--- src/design/two_operator_fm_voice_core_defines.svh ---
// Assertion macros shared by the FM voice RTL.
// No dependencies; included by the modules that carry assertions.
`ifndef TWO_OPERATOR_FM_VOICE_CORE_DEFINES_SVH
`define TWO_OPERATOR_FM_VOICE_CORE_DEFINES_SVH
`ifndef SYNTH
// Checked property, switched off while reset is held.
`define TOFMV_ASSERT(lbl, clk, rstn, prop) \
    lbl: assert property (@(posedge clk) disable iff (!rstn) prop) \
        else $error("tofmv assertion failed");
// Checked property that also holds through reset.
`define TOFMV_ASSERT_ALWAYS(lbl, clk, prop) \
    lbl: assert property (@(posedge clk) prop) \
        else $error("tofmv assertion failed");
`else
`define TOFMV_ASSERT(lbl, clk, rstn, prop)
`define TOFMV_ASSERT_ALWAYS(lbl, clk, prop)
`endif
`endif

--- src/design/tofmv_pkg.sv ---
// Types, constants, sine table and sine lookup for the FM voice.
// No dependencies; imported by every module of the block.
package tofmv_pkg;

    localparam int PHASE_W     = 32;
    localparam int IN_W        = 16;
    localparam int SAMPLE_W    = 16;
    localparam int SINE_IDX_W  = 10;
    localparam int SINE_ENTRIES = 1 << SINE_IDX_W;
    localparam int QTAB_DEPTH  = SINE_ENTRIES / 4;
    localparam int QTAB_IDX_W  = SINE_IDX_W - 2;
    localparam int SINE_MAG_W  = SAMPLE_W - 1;
    localparam int FREQ_W      = 31;
    localparam int DEPTH_W     = 27;
    localparam int RATIO_W     = 16;
    localparam int MAXDEV_W    = 20;
    localparam int COEFF_W     = 16;
    localparam int PPH_W       = 17;
    localparam int CFG_DATA_W  = 31;
    localparam int CFG_IDX_W   = 3;
    localparam int MUL_A_W     = 37;
    localparam int MUL_B_W     = 27;
    localparam int PROD_W      = MUL_A_W + MUL_B_W;
    localparam int CF_W        = 34;
    localparam int CFMAG_W     = CF_W - 1;
    localparam int MFMAG_W     = 37;

    localparam logic [FREQ_W-1:0]  RST_BASE_FREQ  = 31'd8519680;
    localparam logic [FREQ_W-1:0]  RST_FREQ_SPAN  = 31'd24248320;
    localparam logic [DEPTH_W-1:0] RST_VIB_DEPTH  = 27'd983040;
    localparam logic [FREQ_W-1:0]  RST_LFO_STEP   = 31'd340871;
    localparam logic [RATIO_W-1:0] RST_MOD_RATIO  = 16'd6144;
    localparam logic [MAXDEV_W-1:0] RST_MAX_DEV   = 20'd52154;
    localparam logic [COEFF_W-1:0] RST_SMOOTH_CF  = 16'd33;
    localparam logic [PPH_W-1:0]   RST_PHASE_PER_HZ = 17'd97392;
    localparam logic [PHASE_W-1:0] RST_SMOOTH_FREQ  = 32'd8519680;

    localparam logic [63:0] Q30_ONE     = 64'd1 << 30;
    localparam logic [63:0] HALF_PI_Q30 = 64'd1686629713;
    localparam logic [63:0] AMP_MAX     = 64'd32767;

    typedef enum logic [CFG_IDX_W-1:0] {
        CFG_BASE_FREQ     = 3'd0,
        CFG_FREQ_SPAN     = 3'd1,
        CFG_VIBRATO_DEPTH = 3'd2,
        CFG_LFO_STEP      = 3'd3,
        CFG_MOD_RATIO     = 3'd4,
        CFG_MAX_DEVIATION = 3'd5,
        CFG_SMOOTH_COEFF  = 3'd6,
        CFG_PHASE_PER_HZ  = 3'd7
    } t_cfg_idx;

    typedef struct packed {
        logic                  en;
        t_cfg_idx              idx;
        logic [CFG_DATA_W-1:0] data;
    } t_cfg_wr;

    typedef enum logic [3:0] {
        ST_IDLE, ST_MUL_TGT, ST_TGT, ST_DIFF, ST_SMUL, ST_SMOOTH, ST_CF, ST_CFMAG,
        ST_MUL_RATIO, ST_MF, ST_CSTEP, ST_MSTEP, ST_MSINE, ST_MUL_DEV, ST_TOT, ST_OUT
    } t_state;

    typedef enum logic [4:0] {
        OP_NONE, OP_LOAD, OP_MUL_TGT, OP_TGT, OP_DIFF, OP_SMUL, OP_SMOOTH, OP_CF,
        OP_CFMAG, OP_MUL_RATIO, OP_MF, OP_CSTEP, OP_MSTEP, OP_MSINE, OP_MUL_DEV,
        OP_TOT, OP_OUT
    } t_op;

    typedef struct packed {
        logic                  neg;
        logic [SINE_MAG_W-1:0] mag;
    } t_sine;

    typedef logic [QTAB_DEPTH-1:0][SINE_MAG_W-1:0] t_qtab;

    // Quarter-wave magnitudes for table positions 1 to QTAB_DEPTH; position
    // zero is exactly zero and is not stored. Evaluated at elaboration only.
    function automatic t_qtab build_qtab();
        t_qtab       tab;
        logic [63:0] x;
        logic [63:0] x2;
        logic [63:0] t;
        logic [63:0] s;
        logic [63:0] v;
        for (int j = 1; j <= QTAB_DEPTH; j++) begin
            x  = (64'(4 * j) * HALF_PI_Q30) / SINE_ENTRIES;
            x2 = (x * x) >> 30;
            t  = Q30_ONE;
            t  = Q30_ONE - ((x2 * t) >> 30) / 110;
            t  = Q30_ONE - ((x2 * t) >> 30) / 72;
            t  = Q30_ONE - ((x2 * t) >> 30) / 42;
            t  = Q30_ONE - ((x2 * t) >> 30) / 20;
            t  = Q30_ONE - ((x2 * t) >> 30) / 6;
            s  = (x * t) >> 30;
            v  = (s * AMP_MAX + (Q30_ONE >> 1)) >> 30;
            if (v > AMP_MAX) begin
                v = AMP_MAX;
            end
            tab[j-1] = v[SINE_MAG_W-1:0];
        end
        return tab;
    endfunction

    localparam t_qtab QTAB = build_qtab();

    // Full-wave sine from the quarter table: the top two index bits pick the
    // quadrant, odd quadrants read the table mirrored.
    function automatic t_sine sine_at(input logic [PHASE_W-1:0] phase);
        logic [SINE_IDX_W-1:0] idx;
        logic [QTAB_IDX_W-1:0] r;
        logic [QTAB_IDX_W-1:0] pos;
        logic                  zero;
        t_sine                 res;
        idx = phase[PHASE_W-1 -: SINE_IDX_W];
        r   = idx[QTAB_IDX_W-1:0];
        if (idx[QTAB_IDX_W]) begin
            pos  = ~r;
            zero = 1'b0;
        end else begin
            pos  = r - 1'b1;
            zero = (r == '0);
        end
        res.neg = idx[SINE_IDX_W-1];
        res.mag = zero ? '0 : QTAB[pos];
        return res;
    endfunction

endpackage

--- src/design/tofmv_datapath.sv ---
// Datapath of the FM voice: configuration registers, voice state, one shared
// multiplier and the sine lookups. Depends on tofmv_pkg; driven by tofmv_ctrl.
module tofmv_datapath (
    input  logic                                 i_clk,
    input  logic                                 i_rst_n,
    input  tofmv_pkg::t_op                       i_op,
    input  tofmv_pkg::t_cfg_wr                   i_cfg,
    input  logic [tofmv_pkg::IN_W-1:0]           i_pitch,
    input  logic [tofmv_pkg::IN_W-1:0]           i_bright,
    input  logic                                 i_last,
    output logic signed [tofmv_pkg::SAMPLE_W-1:0] o_sample,
    output logic                                 o_last
);
    import tofmv_pkg::*;

    // Configuration
    logic [FREQ_W-1:0]   r_base_freq;
    logic [FREQ_W-1:0]   r_freq_span;
    logic [DEPTH_W-1:0]  r_vib_depth;
    logic [FREQ_W-1:0]   r_lfo_step;
    logic [RATIO_W-1:0]  r_mod_ratio;
    logic [MAXDEV_W-1:0] r_max_dev;
    logic [COEFF_W-1:0]  r_smooth_coeff;
    logic [PPH_W-1:0]    r_phase_per_hz;

    // Voice state
    logic [PHASE_W-1:0] r_smooth, n_smooth;
    logic [PHASE_W-1:0] r_lfo_ph, n_lfo_ph;
    logic [PHASE_W-1:0] r_car_ph, n_car_ph;
    logic [PHASE_W-1:0] r_mod_ph, n_mod_ph;

    // Working registers
    logic [IN_W-1:0]     r_pitch, n_pitch;
    logic [IN_W-1:0]     r_bright, n_bright;
    logic                r_last, n_last;
    logic [PROD_W-1:0]   r_prod, n_prod;
    logic [PHASE_W-1:0]  r_target, n_target;
    logic [MAXDEV_W-1:0] r_idx, n_idx;
    t_sine               r_lfo, n_lfo;
    logic                r_up, n_up;
    logic [PHASE_W-1:0]  r_diff, n_diff;
    logic [DEPTH_W-1:0]  r_vib, n_vib;
    logic [CF_W-1:0]     r_cf, n_cf;
    logic                r_cfneg, n_cfneg;
    logic [CFMAG_W-1:0]  r_cfmag, n_cfmag;
    logic [MFMAG_W-1:0]  r_mfmag, n_mfmag;
    t_sine               r_s, n_s;
    logic [PHASE_W-1:0]  r_tot, n_tot;
    logic signed [SAMPLE_W-1:0] r_sample, n_sample;
    logic                r_out_last, n_out_last;

    logic [MUL_A_W-1:0] mul_a;
    logic [MUL_B_W-1:0] mul_b;
    logic [PHASE_W:0]   sub_up;
    logic [PHASE_W-1:0] sub_dn;
    logic [CF_W-1:0]    cf_negated;
    logic [PHASE_W-1:0] dev;
    t_sine              out_sine;

    always_ff @(posedge i_clk) begin
        if (!i_rst_n) begin
            r_base_freq    <= RST_BASE_FREQ;
            r_freq_span    <= RST_FREQ_SPAN;
            r_vib_depth    <= RST_VIB_DEPTH;
            r_lfo_step     <= RST_LFO_STEP;
            r_mod_ratio    <= RST_MOD_RATIO;
            r_max_dev      <= RST_MAX_DEV;
            r_smooth_coeff <= RST_SMOOTH_CF;
            r_phase_per_hz <= RST_PHASE_PER_HZ;
        end else if (i_cfg.en) begin
            case (i_cfg.idx)
                CFG_BASE_FREQ:     r_base_freq    <= i_cfg.data;
                CFG_FREQ_SPAN:     r_freq_span    <= i_cfg.data;
                CFG_VIBRATO_DEPTH: r_vib_depth    <= i_cfg.data[DEPTH_W-1:0];
                CFG_LFO_STEP:      r_lfo_step     <= i_cfg.data;
                CFG_MOD_RATIO:     r_mod_ratio    <= i_cfg.data[RATIO_W-1:0];
                CFG_MAX_DEVIATION: r_max_dev      <= i_cfg.data[MAXDEV_W-1:0];
                CFG_SMOOTH_COEFF:  r_smooth_coeff <= i_cfg.data[COEFF_W-1:0];
                CFG_PHASE_PER_HZ:  r_phase_per_hz <= i_cfg.data[PPH_W-1:0];
                default: ;
            endcase
        end
    end

    always_ff @(posedge i_clk) begin
        if (!i_rst_n) begin
            r_smooth <= RST_SMOOTH_FREQ;
            r_lfo_ph <= '0;
            r_car_ph <= '0;
            r_mod_ph <= '0;
        end else begin
            r_smooth <= n_smooth;
            r_lfo_ph <= n_lfo_ph;
            r_car_ph <= n_car_ph;
            r_mod_ph <= n_mod_ph;
        end
    end

    always_ff @(posedge i_clk) begin
        r_pitch    <= n_pitch;
        r_bright   <= n_bright;
        r_last     <= n_last;
        r_prod     <= n_prod;
        r_target   <= n_target;
        r_idx      <= n_idx;
        r_lfo      <= n_lfo;
        r_up       <= n_up;
        r_diff     <= n_diff;
        r_vib      <= n_vib;
        r_cf       <= n_cf;
        r_cfneg    <= n_cfneg;
        r_cfmag    <= n_cfmag;
        r_mfmag    <= n_mfmag;
        r_s        <= n_s;
        r_tot      <= n_tot;
        r_sample   <= n_sample;
        r_out_last <= n_out_last;
    end

    // Each multiply is issued in the step before the one that consumes r_prod.
    always_comb begin
        n_smooth   = r_smooth;
        n_lfo_ph   = r_lfo_ph;
        n_car_ph   = r_car_ph;
        n_mod_ph   = r_mod_ph;
        n_pitch    = r_pitch;
        n_bright   = r_bright;
        n_last     = r_last;
        n_target   = r_target;
        n_idx      = r_idx;
        n_lfo      = r_lfo;
        n_up       = r_up;
        n_diff     = r_diff;
        n_vib      = r_vib;
        n_cf       = r_cf;
        n_cfneg    = r_cfneg;
        n_cfmag    = r_cfmag;
        n_mfmag    = r_mfmag;
        n_s        = r_s;
        n_tot      = r_tot;
        n_sample   = r_sample;
        n_out_last = r_out_last;
        mul_a      = '0;
        mul_b      = '0;
        sub_up     = {1'b0, r_target} - {1'b0, r_smooth};
        sub_dn     = r_smooth - r_target;
        cf_negated = -r_cf;
        dev        = {r_prod[30:15], 16'b0};
        out_sine   = sine_at(r_tot);
        case (i_op)
            OP_LOAD: begin
                n_pitch  = i_pitch;
                n_bright = i_bright;
                n_last   = i_last;
            end
            OP_MUL_TGT: begin
                mul_a    = MUL_A_W'(r_freq_span);
                mul_b    = MUL_B_W'(r_pitch);
                n_lfo_ph = r_lfo_ph + PHASE_W'(r_lfo_step);
            end
            OP_TGT: begin
                // Base plus span fits in 32 bits, so the target never clips.
                n_target = PHASE_W'({1'b0, r_base_freq} + {1'b0, r_prod[46:16]});
                mul_a    = MUL_A_W'(r_max_dev);
                mul_b    = MUL_B_W'(r_bright);
                n_lfo    = sine_at(r_lfo_ph);
            end
            OP_DIFF: begin
                n_up   = !sub_up[PHASE_W];
                n_diff = sub_up[PHASE_W] ? sub_dn : sub_up[PHASE_W-1:0];
                n_idx  = r_prod[35:16];
                mul_a  = MUL_A_W'(r_lfo.mag);
                mul_b  = r_vib_depth;
            end
            OP_SMUL: begin
                n_vib = r_prod[41:15];
                mul_a = MUL_A_W'(r_diff);
                mul_b = MUL_B_W'(r_smooth_coeff);
            end
            OP_SMOOTH: begin
                n_smooth = r_up ? r_smooth + r_prod[47:16] : r_smooth - r_prod[47:16];
            end
            OP_CF: begin
                n_cf = r_lfo.neg ? {2'b0, r_smooth} - {7'b0, r_vib}
                                 : {2'b0, r_smooth} + {7'b0, r_vib};
            end
            OP_CFMAG: begin
                n_cfneg = r_cf[CF_W-1];
                n_cfmag = r_cf[CF_W-1] ? cf_negated[CFMAG_W-1:0] : r_cf[CFMAG_W-1:0];
            end
            OP_MUL_RATIO: begin
                mul_a = MUL_A_W'(r_cfmag);
                mul_b = MUL_B_W'(r_mod_ratio);
            end
            OP_MF: begin
                n_mfmag = r_prod[48:12];
                mul_a   = MUL_A_W'(r_cfmag);
                mul_b   = MUL_B_W'(r_phase_per_hz);
            end
            OP_CSTEP: begin
                // The modulator runs in the same direction as the carrier.
                n_car_ph = r_cfneg ? r_car_ph - r_prod[47:16] : r_car_ph + r_prod[47:16];
                mul_a    = r_mfmag;
                mul_b    = MUL_B_W'(r_phase_per_hz);
            end
            OP_MSTEP: begin
                n_mod_ph = r_cfneg ? r_mod_ph - r_prod[47:16] : r_mod_ph + r_prod[47:16];
            end
            OP_MSINE: begin
                n_s = sine_at(r_mod_ph);
            end
            OP_MUL_DEV: begin
                mul_a = MUL_A_W'(r_idx);
                mul_b = MUL_B_W'(r_s.mag);
            end
            OP_TOT: begin
                n_tot = r_s.neg ? r_car_ph - dev : r_car_ph + dev;
            end
            OP_OUT: begin
                n_sample   = out_sine.neg ? -$signed({1'b0, out_sine.mag})
                                          : $signed({1'b0, out_sine.mag});
                n_out_last = r_last;
            end
            default: ;
        endcase
        n_prod = PROD_W'(mul_a) * PROD_W'(mul_b);
    end

    assign o_sample = r_sample;
    assign o_last   = r_out_last;

endmodule

--- src/design/tofmv_ctrl.sv ---
// Sequencer of the FM voice: steps the datapath through one sample and owns
// both stream handshakes. Depends on tofmv_pkg and the assertion macro header.
`include "two_operator_fm_voice_core_defines.svh"
module tofmv_ctrl (
    input  logic           i_clk,
    input  logic           i_rst_n,
    input  logic           i_s_tvalid,
    output logic           o_s_tready,
    output logic           o_m_tvalid,
    input  logic           i_m_tready,
    output tofmv_pkg::t_op o_op
);
    import tofmv_pkg::*;

    t_state r_state, n_state;
    logic   r_out_valid, n_out_valid;

    always_ff @(posedge i_clk) begin
        if (!i_rst_n) begin
            r_state     <= ST_IDLE;
            r_out_valid <= 1'b0;
        end else begin
            r_state     <= n_state;
            r_out_valid <= n_out_valid;
        end
    end

    always_comb begin
        n_state     = r_state;
        n_out_valid = r_out_valid & ~i_m_tready;
        o_op        = OP_NONE;
        o_s_tready  = 1'b0;
        case (r_state)
            ST_IDLE: begin
                // A new tick is taken even while the last sample waits, but
                // never while reset is held.
                o_s_tready = i_rst_n;
                if (i_s_tvalid && i_rst_n) begin
                    o_op    = OP_LOAD;
                    n_state = ST_MUL_TGT;
                end
            end
            ST_MUL_TGT: begin
                o_op    = OP_MUL_TGT;
                n_state = ST_TGT;
            end
            ST_TGT: begin
                o_op    = OP_TGT;
                n_state = ST_DIFF;
            end
            ST_DIFF: begin
                o_op    = OP_DIFF;
                n_state = ST_SMUL;
            end
            ST_SMUL: begin
                o_op    = OP_SMUL;
                n_state = ST_SMOOTH;
            end
            ST_SMOOTH: begin
                o_op    = OP_SMOOTH;
                n_state = ST_CF;
            end
            ST_CF: begin
                o_op    = OP_CF;
                n_state = ST_CFMAG;
            end
            ST_CFMAG: begin
                o_op    = OP_CFMAG;
                n_state = ST_MUL_RATIO;
            end
            ST_MUL_RATIO: begin
                o_op    = OP_MUL_RATIO;
                n_state = ST_MF;
            end
            ST_MF: begin
                o_op    = OP_MF;
                n_state = ST_CSTEP;
            end
            ST_CSTEP: begin
                o_op    = OP_CSTEP;
                n_state = ST_MSTEP;
            end
            ST_MSTEP: begin
                o_op    = OP_MSTEP;
                n_state = ST_MSINE;
            end
            ST_MSINE: begin
                o_op    = OP_MSINE;
                n_state = ST_MUL_DEV;
            end
            ST_MUL_DEV: begin
                o_op    = OP_MUL_DEV;
                n_state = ST_TOT;
            end
            ST_TOT: begin
                o_op    = OP_TOT;
                n_state = ST_OUT;
            end
            ST_OUT: begin
                if (!r_out_valid || i_m_tready) begin
                    o_op        = OP_OUT;
                    n_out_valid = 1'b1;
                    n_state     = ST_IDLE;
                end
            end
            default: begin
                n_state = ST_IDLE;
            end
        endcase
    end

    assign o_m_tvalid = r_out_valid;

    `TOFMV_ASSERT_ALWAYS(a_reset_clears, i_clk, !i_rst_n |=> (r_state == ST_IDLE && !r_out_valid))
    `TOFMV_ASSERT(a_accept_starts, i_clk, i_rst_n, (i_s_tvalid && o_s_tready) |=> (r_state == ST_MUL_TGT))
    `TOFMV_ASSERT(a_steps_advance, i_clk, i_rst_n, (r_state != ST_IDLE && r_state != ST_OUT) |=> (r_state != $past(r_state)))
    `TOFMV_ASSERT(a_issue_done, i_clk, i_rst_n, (r_state == ST_OUT && (!r_out_valid || i_m_tready)) |=> (r_out_valid && r_state == ST_IDLE))
    `TOFMV_ASSERT(a_result_from_out, i_clk, i_rst_n, $rose(r_out_valid) |-> $past(r_state == ST_OUT))

endmodule

--- src/design/two_operator_fm_voice_core.sv ---
// Two-operator FM voice, one 16-bit sample per input tick.
// The sequencer steps the single shared multiplier through every product of
// the sample in turn, so a new tick is taken only back in idle; the output
// step stalls while the previous sample still waits to be taken.
// Reset (synchronous, active low) restores the default registers, sets the
// smoothed frequency to 130 Hz and clears the three phase accumulators.
module two_operator_fm_voice_core (
    input  logic        i_clk,
    input  logic        i_rst_n,
    input  logic        s_axis_tvalid,
    output logic        s_axis_tready,
    input  logic [31:0] s_axis_tdata,   // [15:0] pitch_ctrl, [31:16] bright_ctrl
    input  logic        s_axis_tlast,   // block_end
    output logic        m_axis_tvalid,
    input  logic        m_axis_tready,
    output logic [15:0] m_axis_tdata,   // [15:0] audio_sample (signed)
    output logic        m_axis_tlast,   // block_last
    input  logic        i_cfg_valid,
    output logic        o_cfg_ready,
    input  logic [tofmv_pkg::CFG_IDX_W-1:0]  i_cfg_index,
    input  logic [tofmv_pkg::CFG_DATA_W-1:0] i_cfg_data
);
    import tofmv_pkg::*;

    t_op                        op;
    t_cfg_wr                    cfg_wr;
    logic signed [SAMPLE_W-1:0] sample;

    // Register writes are refused while reset is held, as reset would drop them.
    assign o_cfg_ready = i_rst_n;
    assign cfg_wr.en   = i_cfg_valid;
    assign cfg_wr.idx  = t_cfg_idx'(i_cfg_index);
    assign cfg_wr.data = i_cfg_data;

    tofmv_ctrl u_ctrl (
        .i_clk      (i_clk),
        .i_rst_n    (i_rst_n),
        .i_s_tvalid (s_axis_tvalid),
        .o_s_tready (s_axis_tready),
        .o_m_tvalid (m_axis_tvalid),
        .i_m_tready (m_axis_tready),
        .o_op       (op)
    );

    tofmv_datapath u_datapath (
        .i_clk    (i_clk),
        .i_rst_n  (i_rst_n),
        .i_op     (op),
        .i_cfg    (cfg_wr),
        .i_pitch  (s_axis_tdata[15:0]),
        .i_bright (s_axis_tdata[31:16]),
        .i_last   (s_axis_tlast),
        .o_sample (sample),
        .o_last   (m_axis_tlast)
    );

    assign m_axis_tdata = sample;

endmodule

--- config.mk ---
export PLATFORM = sky130hd
export DESIGN_NAME = two_operator_fm_voice_core
export DESIGN_NICKNAME = d
export VERILOG_FILES = /design/src/design/tofmv_pkg.sv /design/src/design/tofmv_datapath.sv /design/src/design/tofmv_ctrl.sv /design/src/design/two_operator_fm_voice_core.sv
export VERILOG_INCLUDE_DIRS = /design/src /design/src/design
export SDC_FILE = /design/constraint.sdc
export NUM_CORES = 2
export LEC_CHECK = 0
export BUFFER_PORTS_ARGS = -buffer_cell sky130_fd_sc_hd__buf_2
export CORE_MARGIN = 1.5
export CORE_UTILIZATION = 30
export DETAILED_ROUTE_END_ITERATION = 8
export PLACE_DENSITY = 0.45
export SLEW_MARGIN = 10
export SYNTH_ARGS = -nofsm -noshare
export SYNTH_HDL_FRONTEND = slang
export SYNTH_SLANG_ARGS = --single-unit
--- constraint.sdc ---
create_clock -name i_clk -period 15.2 [get_ports i_clk]
set_input_delay 0 -clock i_clk [delete_from_list [all_inputs] [get_ports i_clk]]
set_output_delay 0 -clock i_clk [all_outputs]
set_load 0.03 [all_outputs]
==> flow_metrics.tcl <==
set metrics [dict create \
    clock_tree_from_tritoncts "built" \
    part_of_the_power_in_registers 0.261 \
    drt-vias-per-instance 5.57 \
    drtAntennaViolNets 0 \
    routed-via-count 72000 \
    tritoncts_num_sinks 668 \
    synth-main-ff-cell "sky130_fd_sc_hd__dfxtp_1" \
    worstMarginPinSlew_ns 1.27 \
    grt_first_pass_wirelength_um 501000 \
    p_leak_nw 36.4 \
    cp_common_cell "sky130_fd_sc_hd__fa_1" \
    fraction_of_registers_with_async_set_reset 0 \
    critical_path.max_stage_delay_ns 0.80 \
    grt_max_degree 161 \
    postCtsResizedCells 0 \
    post_synth_edffs 309 \
    clock_skew_ns 0.0474 \
    gpl.final_weighted_congestion 0.963 \
    holdPathEnd "u_datapath.r_pitch[10]" \
    dp.cells 12700 \
    synthTopCellsByArea "sky130_fd_sc_hd__fa_1 (20%), sky130_fd_sc_hd__edfxtp_1 (12%), sky130_fd_sc_hd__dfxtp_1 (9.3%)" \
    layout_min_cycle_time_ns 10.71 \
    stdcell_count 12900 \
    overflow 0 \
    rsz0062_at_grt "no" \
    antenna_violations_before_repair 20 \
    synth_area_per_cell_sq_um 8.15 \
    setup_violations 0 \
    required_ns 15.80 \
    hold_path_depth 2 \
    endpoint_kind "flop" \
    critPathTopFamily "adder cells" \
    total_switching_power_mw 3.56 \
    reg2reg_setup_slack_ns 4.49 \
    post_drt_wl_per_cell_um 26.6 \
    post_synth_num_cell_types 111 \
    status "finished, final reports clean" \
    largest_fanout_of_any_net_on_the_critical_path 54 \
    insertion_delay_ns 0.74 \
    final_worst_path_cycle_share 0.704 \
    die_height_um 511 \
    worst_slew_margin_rel 0.150 \
    remaining_drc_errors 0 \
    critical_r2r_launch "u_ctrl.r_state[2]" \
    areaGrowthSynthToFinish_pct 10.7 \
    clock_path_buffers 3 \
    clock.fmax_ghz 0.0934 \
    io_buffers 91 \
    drv_cap 0 \
    net_switching_share_of_the_total_power 0.431 \
    r2r_cells 28 \
    worst_ep_arrival_time_ns 11.30 \
    post_route_cells_drive_above_1_share 0.0625 \
    crit_path_launch_type "flop" \
    die_width_um 511 \
    cts.clk_slew.worst_paths_ns 0.07 \
    yosys.area.top_type "sky130_fd_sc_hd__fa_1" \
    worstPathBufferInverterCount 5 \
    yosysTopAreaCellShare 0.201 \
    max-vdd-ir-drop_v 0.000106 \
    coreArea_sq_um 257000 \
    cts-htree-levels 3 \
    worstReg2RegEnd "u_datapath.r_prod[42]" \
    setup-tns-final_ns 0 \
    worstHoldPathType "primary input to flop" \
    synth_sequential_area_ratio 0.212 \
    firstDrtPassIters 7 \
    syn_inst 9518 \
    nets 10800 \
    first_global_vias 71600 \
    slew_viol_final 0 \
    p_int_mw 4.71 \
    p_clk_frac 0.257 \
    initial_core_utilization 0.302 \
    drt-total-wl_um 344000 \
    critical_path_class "flop to flop" \
    design.portCount 92 \
    synth.yosys.warnings 0 \
    p_per_area_nw_per_um2 96.3 \
    globalRouteTotalUtil 0.257 \
    totalPowerFinal_mw 8.27 \
    finalHoldViolations 0 \
    fp-row-count 186 \
    post-dp-hpwl_um 255000 \
    drt-initial-drc-count 7394 \
    floorplan.die_area_sq_um 262000 \
    yosys_register_bits 668 \
    cts.root.buffer_cell "sky130_fd_sc_hd__clkbuf_16" \
    tritoncts.num_buffers 86 \
    share_comb_of_total_power 0.482 \
    hp-start "s_axis_tdata[10]" \
    cpMaxStageDelayCell "sky130_fd_sc_hd__buf_4" \
    synthesis.area_sq_um 77500 \
]
-- power by group through the flow --
stage	clock network [mW]	registers, mW	logic [mW]
6_report	2.12	2.16	3.99
5_1_grt	2.23	2.16	4.35
4_1_cts	2.17	2.16	3.95
3_5_place_dp	0	2.19	3.90
3_3_place_gp	0	2.19	3.88
2_1_floorplan	0	2.16	2.56
-- kinds of logic after synthesis --
family                     share of synthesized area
AOI/OAI and AO/OA                              0.195
xor gates and xnor gates                      0.0437
adders and majority gates                      0.278
buffers and inverters                         0.0870
DFF                                            0.212
muxes                                         0.0105
other                                      0.0000969
and+or+nand+nor                                0.174
-- worst reg2reg max path, delay by kind of cell, from the launching register on --
kind            cells  cell delay, ns
flops               1            0.76
fa+ha+maj           8            3.90
simple gates        5            1.87
buf+inv             5            1.30
compound gates     10            2.78
-- timing repair --
action / CTS / global route
hold buffers: 93 / 0
setup buffers: 0 / 0
hold endpoints to repair: 260 / 0
-- sequential cells by signal, summed over array words and instances (netlist names), 32 cells and up --
name	cells
u_datapath.r_cf	34
u_datapath.r_cfmag	33
u_datapath.r_car_ph	32
u_datapath.r_target	32
u_datapath.r_mfmag	37
u_datapath.r_diff	32
u_datapath.r_lfo_ph	32
u_datapath.r_mod_ph	32
u_datapath.r_prod	37
u_datapath.r_smooth	32
-- cells in the final DEF (no fill, tap or decap), types with 104 or more instances in the layout --
cell type	n
sky130_fd_sc_hd__buf_4	214
sky130_fd_sc_hd__nand3_1	228
sky130_fd_sc_hd__o21ai_0	397
sky130_fd_sc_hd__edfxtp_1	309
sky130_fd_sc_hd__fa_1	780
sky130_fd_sc_hd__ha_1	474
sky130_fd_sc_hd__a21oi_1	783
sky130_fd_sc_hd__a21o_1	130
sky130_fd_sc_hd__xor2_1	108
sky130_fd_sc_hd__nand2_1	1524
sky130_fd_sc_hd__nor2_1	627
sky130_fd_sc_hd__inv_1	1099
sky130_fd_sc_hd__conb_1	115
sky130_fd_sc_hd__xnor2_1	256
sky130_fd_sc_hd__nor3_1	152
sky130_fd_sc_hd__a31oi_1	104
sky130_fd_sc_hd__dfxtp_1	357
sky130_fd_sc_hd__a211oi_1	119
sky130_fd_sc_hd__a22oi_1	105
-- synth_stat cells, types with 113 or more instances --
cell / instances
sky130_fd_sc_hd__edfxtp_1: 309
sky130_fd_sc_hd__o21ai_0: 397
sky130_fd_sc_hd__nor2_1: 638
sky130_fd_sc_hd__nand3_1: 230
sky130_fd_sc_hd__clkbuf_1: 486
sky130_fd_sc_hd__fa_1: 780
sky130_fd_sc_hd__inv_1: 1099
sky130_fd_sc_hd__nand2_1: 1526
sky130_fd_sc_hd__nor3_1: 161
sky130_fd_sc_hd__xor2_1: 113
sky130_fd_sc_hd__a21oi_1: 785
sky130_fd_sc_hd__xnor2_1: 268
sky130_fd_sc_hd__a21o_1: 130
sky130_fd_sc_hd__a211oi_1: 119
sky130_fd_sc_hd__dfxtp_1: 359
sky130_fd_sc_hd__ha_1: 474
-- per-stage QoR --
stage / area, sq um / hold slack [ns] / setup WS, ns / util
2_1_floorplan: 78000 / 0.0989 / 5.22 / -
3_3_place_gp: 82000 / 0.178 / 4.39 / 0.319
3_5_place_dp: 82100 / 0.179 / 4.58 / 0.319
4_1_cts: 85800 / 0.00483 / 4.57 / 0.334
5_1_grt: 85900 / 0.0279 / 4.01 / 0.334
6_report: 85900 / 0.0460 / 4.49 / 0.334
-- per-layer routing --
| layer | part of all wire | global-route usage | wire length (um) | vias to the layer above |
|---|---|---|---|---|
| li1 | - | - | - | 32200 |
| met1 | 0.41 | 0.331 | 142000 | 36100 |
| met2 | 0.46 | 0.422 | 159000 | 3075 |
| met3 | 0.069 | 0.0372 | 23700 | 704 |
| met4 | 0.055 | 0.121 | 18900 | 4 |
| met5 | 0.000073 | 0 | 25 | - |
-- area by class of cell --
cell class | count | area [sq um]
Antenna cell | 10 | 25.0
Clock buffer | 111 | 2340
Clock inverter | 50 | 514
Fill cell | 27200 | 171000
Inverter | 1104 | 4150
Multi-Input combinational cell | 7211 | 55100
Sequential cell | 668 | 16500
Tap cell | 3384 | 4230
Timing Repair Buffer | 398 | 3010
-- worst max-delay path by stage --
stage | to | from | depth (start not counted) | slack, ns
floorplan | u_datapath.r_prod[47] | u_ctrl.r_state[2] | 37 | 5.22
global placement | u_datapath.r_prod[28] | u_ctrl.r_state[2] | 30 | 4.39
detailed placement | u_datapath.r_prod[47] | u_ctrl.r_state[2] | 32 | 4.58
CTS | u_datapath.r_prod[47] | u_ctrl.r_state[2] | 32 | 4.57
global route | u_datapath.r_prod[47] | u_ctrl.r_state[2] | 32 | 4.01
finish | u_datapath.r_prod[42] | u_ctrl.r_state[2] | 28 | 4.49
(Power assumes the default switching activity.)
